**config.mk**
```make
export PLATFORM = sky130hd
export DESIGN_NAME = fcpa_ctrl
export DESIGN_NICKNAME = d
export VERILOG_FILES = /design/src/rtl/fcpa_pkg.sv /design/src/rtl/fcpa_ctrl.sv
export SDC_FILE = /design/constraint.sdc
export NUM_CORES = 1
export LEC_CHECK = 0
export BUFFER_PORTS_ARGS = -buffer_cell sky130_fd_sc_hd__buf_4
export CAP_MARGIN = 25
export CORE_AREA = 2 2 39 41
export DETAILED_ROUTE_END_ITERATION = 16
export DIE_AREA = 0 0 41 43
export GPL_ROUTABILITY_DRIVEN = 0
export HOLD_SLACK_MARGIN = 0.1
export SETUP_SLACK_MARGIN = 0.1
export SLEW_MARGIN = 20
export SYNTH_ARGS = -nofsm -noshare
export SYNTH_HDL_FRONTEND = slang
export SYNTH_SLANG_ARGS = --single-unit
```
**constraint.sdc**
```tcl
create_clock -name clk_i -period 3.1 [get_ports clk_i]
set_input_delay 0.62 -clock clk_i [delete_from_list [all_inputs] [get_ports clk_i]]
set_output_delay 0.62 -clock clk_i [all_outputs]
set_load 0.1 [all_outputs]
```
**src/rtl/fcpa_pkg.sv**
```systemverilog
// Package for the fixed chunk pool allocator.
// Holds field widths, reset values, codes and the controller/datapath structs.
// No dependencies.
`timescale 1ns / 1ps

package fcpa_pkg;

  localparam int AddrWidth    = 32;
  localparam int SizeWidth    = 17;
  localparam int CountWidth   = 11;
  localparam int BytesWidth   = 27;
  localparam int ActionWidth  = 2;
  localparam int StatusWidth  = 2;
  localparam int CfgIdxWidth  = 2;
  localparam int CfgDataWidth = 32;

  localparam int DefMaxChunks = 1024;

  localparam logic [AddrWidth-1:0]  ResetBase       = '0;
  localparam logic [SizeWidth-1:0]  ResetChunkSize  = SizeWidth'(8);
  localparam logic [CountWidth-1:0] ResetChunkCount = CountWidth'(1024);

  typedef enum logic [ActionWidth-1:0] {
    ActAlloc = 2'd0,
    ActFree  = 2'd1,
    ActClear = 2'd2,
    ActNone  = 2'd3
  } action_e;

  typedef enum logic [StatusWidth-1:0] {
    StOk    = 2'd0,
    StFull  = 2'd1,
    StSize  = 2'd2,
    StEmpty = 2'd3
  } status_e;

  typedef enum logic [CfgIdxWidth-1:0] {
    CfgBase  = 2'd0,
    CfgSize  = 2'd1,
    CfgCount = 2'd2,
    CfgSpare = 2'd3
  } cfg_idx_e;

  typedef enum logic {
    StateIdle   = 1'b0,
    StateFinish = 1'b1
  } state_e;

  typedef struct packed {
    logic    accept;
    logic    alloc_stack;
    logic    alloc_fresh;
    logic    push;
    logic    clear;
    logic    load_now;
    logic    load_finish;
    status_e status;
  } cmd_t;

  typedef struct packed {
    logic size_match;
    logic stack_empty;
    logic fresh_empty;
    logic used_low;
    logic stack_full;
  } flags_t;

endpackage

```
**src/rtl/fcpa_ctrl.sv**
```systemverilog
// Controller of the fixed chunk pool allocator: handshake, state machine
// and command decode. Depends on fcpa_pkg.
`timescale 1ns / 1ps

module fcpa_ctrl (
  input  logic                               clk_i,
  input  logic                               rst_ni,
  input  logic                               in_valid_i,
  output logic                               in_stall_o,
  input  logic [fcpa_pkg::ActionWidth-1:0]   in_action_i,
  output logic                               out_valid_o,
  input  logic                               out_stall_i,
  input  fcpa_pkg::flags_t                   flags_i,
  output fcpa_pkg::cmd_t                     cmd_o
);

  fcpa_pkg::state_e  state_q, state_d;
  fcpa_pkg::action_e action;
  fcpa_pkg::cmd_t    cmd;
  logic              out_valid_q, out_valid_d;
  logic              slot_free;
  logic              accept;

  assign action    = fcpa_pkg::action_e'(in_action_i);
  assign slot_free = !out_valid_q || !out_stall_i;
  assign accept    = (state_q == fcpa_pkg::StateIdle) && in_valid_i && slot_free;
  assign in_stall_o = !((state_q == fcpa_pkg::StateIdle) && slot_free);

  always_comb begin
    cmd        = '0;
    cmd.status = fcpa_pkg::StOk;
    case (state_q)
      fcpa_pkg::StateIdle: begin
        if (accept) begin
          cmd.accept = 1'b1;
          case (action)
            fcpa_pkg::ActAlloc: begin
              if (!flags_i.size_match) begin
                cmd.status   = fcpa_pkg::StSize;
                cmd.load_now = 1'b1;
              end else if (flags_i.stack_empty && flags_i.fresh_empty) begin
                cmd.status   = fcpa_pkg::StFull;
                cmd.load_now = 1'b1;
              end else if (!flags_i.stack_empty) begin
                cmd.alloc_stack = 1'b1;
              end else begin
                cmd.alloc_fresh = 1'b1;
              end
            end
            fcpa_pkg::ActFree: begin
              if (flags_i.used_low || flags_i.stack_full) begin
                cmd.status = fcpa_pkg::StEmpty;
              end else begin
                cmd.push = 1'b1;
              end
              cmd.load_now = 1'b1;
            end
            fcpa_pkg::ActClear: begin
              cmd.clear    = 1'b1;
              cmd.load_now = 1'b1;
            end
            default: begin
              cmd.load_now = 1'b1;
            end
          endcase
        end
      end
      fcpa_pkg::StateFinish: begin
        cmd.load_finish = 1'b1;
      end
      default: begin
        cmd = '0;
      end
    endcase
  end

  always_comb begin
    state_d = state_q;
    case (state_q)
      fcpa_pkg::StateIdle: begin
        if (cmd.alloc_stack || cmd.alloc_fresh) begin
          state_d = fcpa_pkg::StateFinish;
        end
      end
      fcpa_pkg::StateFinish: begin
        state_d = fcpa_pkg::StateIdle;
      end
      default: begin
        state_d = fcpa_pkg::StateIdle;
      end
    endcase
  end

  always_comb begin
    out_valid_d = out_valid_q;
    if (cmd.load_now || cmd.load_finish) begin
      out_valid_d = 1'b1;
    end else if (!out_stall_i) begin
      out_valid_d = 1'b0;
    end
  end

  always_ff @(posedge clk_i or negedge rst_ni) begin
    if (!rst_ni) begin
      state_q     <= fcpa_pkg::StateIdle;
      out_valid_q <= 1'b0;
    end else begin
      state_q     <= state_d;
      out_valid_q <= out_valid_d;
    end
  end

  assign out_valid_o = out_valid_q;
  assign cmd_o       = cmd;

endmodule

```
==> impl_metrics.yaml, run 1 <==
run_status:
  status: "complete, no violations"
timing:
  slew_headroom: 0.808
  timing.final.crit_share: 0.751
  rsz0062_at_grt: "false"
  tns_ps: 0
  slew_violations: 0
  final.setup_skew_ps: 2.81
  fmax_ghz: 0.430
  hold_violations: 0
  hold_ws_ps: 165
  min_period_ps: 2330
  setup-violations-final: 0
  tightest_slew_ps: 287
clock_network:
  htreeDepth: 1
  cts_tree: "done"
  postCtsHoldBufs: 0
  postCtsResizedCells: 0
  clk_latency_ps: 230
  path_clk_slew_ps: 30
  clock_sinks: 2
  post_cts_buffers: 0
  cts_buffers: 3
  cts-root-buf: "clkbuf_4"
  cts.path.max_buffers: 2
synthesis:
  synth.top_cells.by_count: "inv_1, nand2_1"
  synth-simple-area-share: 0.472
  syn_area_um2: 199
  synth.avg_cell_area_um2: 7.65
  synth-seq-cells: 2
  synth-main-ff-cell: "dfrtp_1"
  ys_top_cells_by_area: "dfrtp_1, nor3b_2, inv_1"
  syn-num-nets: 37
  synthXorXnorAreaFrac: 0
  netlist_instances: 26
  synth_top_family_by_area: "simple AND/OR/NAND/NOR gates"
  yosysTopAreaCell: "dfrtp_1"
  synth_compound_area_frac: 0.182
  synth.area.mux_share: 0
  synth_top_area_frac: 0.252
  yosysWarnings: 0
  async_reset_ff_frac: 1.00
  yosysUniqueCellTypes: 16
  synth_edf_count: 0
  seq_area_frac_synth: 0.252
  synthAdderAreaFrac: 0
floorplanning:
  rows: 14
  die_h_um: 43
  io_pins: 22
  coreArea_mm2: 0.00138
  fp.dieW_um: 41
  fp.dieArea_mm2: 0.00176
  start_util: 0.144
drt:
  firstDrtPassIters: 2
  drt-wirelength-per-cell_um: 9.28
  drt_iter0_drc: 2
  vias: 269
  vias_per_cell: 4.14
  drcViolationCount: 0
  drt-total-wl_um: 603
  antenna_left: 0
setup_path:
  path_max_fanout: 5
  path_cells: "buf_4, nor3b_2, nand3_2, nor3b_4, buf_4"
  crit_top_cell: "buf_4"
  crit_type: "primary input to primary output"
  start_kind: "primary input"
  cpPeakStageDelay_ps: 310
  path_buf_inv: 2
  cp-end-kind: "primary output"
  critical-path-slowest-cell: "buf_4"
  required_ps: 2480
  cp_data_arrival_time_ps: 1710
  critical_path.top_delay_family: "simple AND/OR/NAND/NOR gates"
global_routing:
  grt-ovfl-total: 0
  grt_pass1_wl_um: 917
  grt_usage: 0.0822
  grt_start_max_net_pins: 8
  grt_pass1_vias: 254
  antenna_found_initial: 0
layout:
  finalNetCount: 62
  fill_cells: 150
  diodes: 0
  instances_no_fill: 65
  drive_above_1_share: 0.673
  area_growth_syn_to_layout_pct: 109
min_path:
  hold_class: "primary input to asynchronous set/reset pin"
power:
  power_density_mw_per_mm2: 430
  finalPower_mw: 0.179
  p_leak_nw: 0.211
  vdd_ir_drop_max_v: 0.000150
placed_design:
  dpl.cell_count: 62
  hpwl_um: 501
  port_buffers: 21
job:
  cap_violations: 0
## final timing paths
path,slack (ps),end,cells past startpoint,startpoint
setup reg to reg,2110,state_q,3,out_valid_o
setup / recovery,770,cmd_o[6],5,in_action_i[1]
max in group asynchronous,2850,out_valid_o,1,rst_ni
min in group clk_i,590,out_valid_o,3,state_q
hold reg to reg,590,out_valid_o,3,state_q
hold / removal,160,state_q,1,rst_ni
## area by class of cell
class,instances,area (µm²),area share
multi-input combinational,20,154,0.370
timing repair buffer,21,158,0.380
sequential,2,50.0,0.120
tap,16,20.0,0.0482
inverter,3,11.3,0.0271
clock buffer,3,22.5,0.0542
## cells by family after synthesis
group,Yosys count
buffers and inverters,4
AOI/OAI and AO/OA,6
and+or+nand+nor,14
DFF,2
## metal layers
metal,GRT usage,part of all wire
met5,0,0
met4,0.120,0.032
met3,0,0.10
met2,0.113,0.49
met1,0.0895,0.38
## state kept, by name (all words and copies together), names as in the netlist
register     count
out_valid_o      1
state_q          1
## metrics by stage
step | util | cell area [µm²] | setup slack [ps]
floorplan | - | 223 | -253
global placement | 0.284 | 393 | 789
detailed placement | 0.284 | 393 | 758
CTS | 0.300 | 415 | 752
global route | 0.300 | 415 | 686
finish | 0.300 | 415 | 773
## where the power goes
group          total, mW  internal [mW]  switching (mW)
clock             0.0601         0.0429          0.0172
sequential        0.0287         0.0277        0.000922
combinational     0.0900         0.0230          0.0670
total              0.179         0.0937          0.0851
## placed cells by master, fill, tap and decap left out
cell type   n
or3b_1      1
a21oi_2     1
nor3b_4     1
nand2_1     3
nor2_2      1
nor2_1      1
a21oi_1     2
nand3_1     1
and2b_2     1
nor3_2      2
nor3b_2     2
buf_4      21
inv_1       3
dfrtp_1     2
o21ai_0     2
nand3_2     1
a21o_1      1
clkbuf_4    3
## worst reg2reg max path, stage by stage, from the launching register on
cell     delay (ps)
dfrtp_1         370
a21oi_2         190
nand2_1         220
nor2_1          140
Power figures use the tool's default switching activity.
==> run 2, diff against run 1 <==
Clock period 3.1 ns to 2.4 ns, I/O delays scaled along.
==> run 2 against run 1 <==
Net effect: non-clock buffer count up 1; clock power grew 39%; power grew 41%; critical endpoint unchanged; first-iteration DRC count rose to 3.5 times the previous value; global-route usage grew 0.62 points; wire length is 4.3% lower; clock skew is 3.5 ps higher; die area is the same; via count shrank 1.9%; utilization grew 5.3 points; sequential power rose by 34%; final area rose by 18%.
==> impl_metrics.yaml, run 2 (same netlist as run 1, synthesis figures left out) <==
drt:
  firstDrtPassIters: 3
  drt-total-wl_um: 577
  drt-wirelength-per-cell_um: 8.61
  drt_iter0_drc: 7
  antenna_left: 0
  vias: 264
  vias_per_cell: 3.94
  drcViolationCount: 0
global_routing:
  grt_pass1_wl_um: 966
  grt-ovfl-total: 0
  busiest_layer: "met2"
  grt_usage: 0.0884
  grt_start_max_net_pins: 8
  use_met2: 0.106
  antenna_found_initial: 0
  grtUsageMet3: 0.0471
  grtUsageMet1: 0.106
  grt_pass1_vias: 244
floorplanning:
  die_h_um: 43
  start_util: 0.144
  coreArea_mm2: 0.00138
  io_pins: 22
  rows: 14
  fp.dieArea_mm2: 0.00176
  fp.dieW_um: 41
layout:
  final_core_util: 0.354
  layout_commonest_cell: "buf_4"
  final_cell_mix: "buf_4, a21oi_4, inv_1, clkbuf_4"
  diodes: 0
  finalNetCount: 63
  area_growth_syn_to_layout_pct: 146
  drive_above_1_share: 0.725
timing:
  final.setup_skew_ps: 6.26
  slew_headroom: 0.727
  min_period_ps: 2140
  tightest_slew_ps: 408
  fmax_ghz: 0.467
  setup-violations-final: 0
  hold_violations: 0
  timing.final.crit_share: 0.892
  slew_violations: 0
  tns_ps: 0
  rsz0062_at_grt: "false"
clock_network:
  cts_buffers: 3
  clock_sinks: 2
  clk_latency_ps: 230
  htreeDepth: 1
  cts_tree: "done"
  post_cts_buffers: 0
  cts-root-buf: "clkbuf_4"
  cts.path.max_buffers: 2
  path_clk_slew_ps: 40
min_path:
  min_path_cells: 2
  min_to: "out_valid_o"
  worstHoldStart: "in_valid_i"
  hold_class: "primary input to register"
setup_path:
  r2r_end: "state_q"
  cp-end-kind: "primary output"
  reg2reg_slack_ps: 1380
  cp_data_arrival_time_ps: 1660
  start_kind: "primary input"
  crit_type: "primary input to primary output"
  path_max_fanout: 5
  rr_worst_depth: 3
  required_ps: 1920
  timing.rr.start: "out_valid_o"
job:
  cap_violations: 0
run_status:
  status: "complete, no violations"
power:
  power_density_mw_per_mm2: 513
  p_leak_nw: 0.234
  vdd_ir_drop_max_v: 0.000159
placed_design:
  hpwl_um: 479
  port_buffers: 21
[run 2: cell types whose count changed in the layout (fill, tap and decap cells not counted), moves of 2 or more]
cell / change
a21oi_1: -2
nor3_4: +2
nor3_2: -2
a21oi_4: +3
[run 2: worst max-delay path by stage]
stage,start,endpoint,depth (start not counted)
floorplan,out_valid_o,cmd_o[4],3
global placement,in_action_i[1],cmd_o[6],5
detailed placement,in_action_i[1],cmd_o[6],5
CTS,in_action_i[1],cmd_o[6],5
global route,in_action_i[1],cmd_o[6],5
finish,in_action_i[1],cmd_o[6],5
[run 2: where the power goes]
part	leakage, nW	internal (mW)	switching (mW)
Combinational	0.195	0.0353	0.0938
Sequential	0.0242	0.0368	0.00179
Clock	0.0150	0.0619	0.0216
[run 2: critical path, cell delays in order]
cell and delay, ps:
buf_4 140, nor3b_2 390, nand3_2 170, nor3b_4 180
buf_4 300
[run 2: layout make-up]
type / instances / area [µm²]
Timing Repair Buffer: 22 / 168
Multi-Input combinational cell: 20 / 210
Sequential cell: 2 / 53.8
Inverter: 3 / 11.3
Tap cell: 16 / 20.0
Fill cell: 147 / 895
Clock buffer: 4 / 26.3
[run 2: metrics by stage]
step           instances  power (mW)  setup WS (ps)  hold WS, ps  instance area, µm²
6_report              67       0.251            259          502                 489
5_1_grt               67       0.270            173          499                 489
4_1_cts               67       0.258            239          499                 489
3_5_place_dp          62       0.168            246          264                 453
3_3_place_gp          62       0.167            243          263                 453
2_1_floorplan         26       0.133           81.4          184                 283
[run 2: repair_timing]
item                      in CTS  in global routing
resized for setup              0                  0
hold endpoints to repair       2                  0
hold buffers                   1                  0
[run 2: per-layer routing]
| layer | vias to the layer above | routed length, µm |
|---|---|---|
| met4 | 0 | 0 |
| met5 | - | 0 |
| met2 | 13 | 292 |
| met3 | 0 | 67 |
| met1 | 112 | 217 |
| li1 | 139 | - |
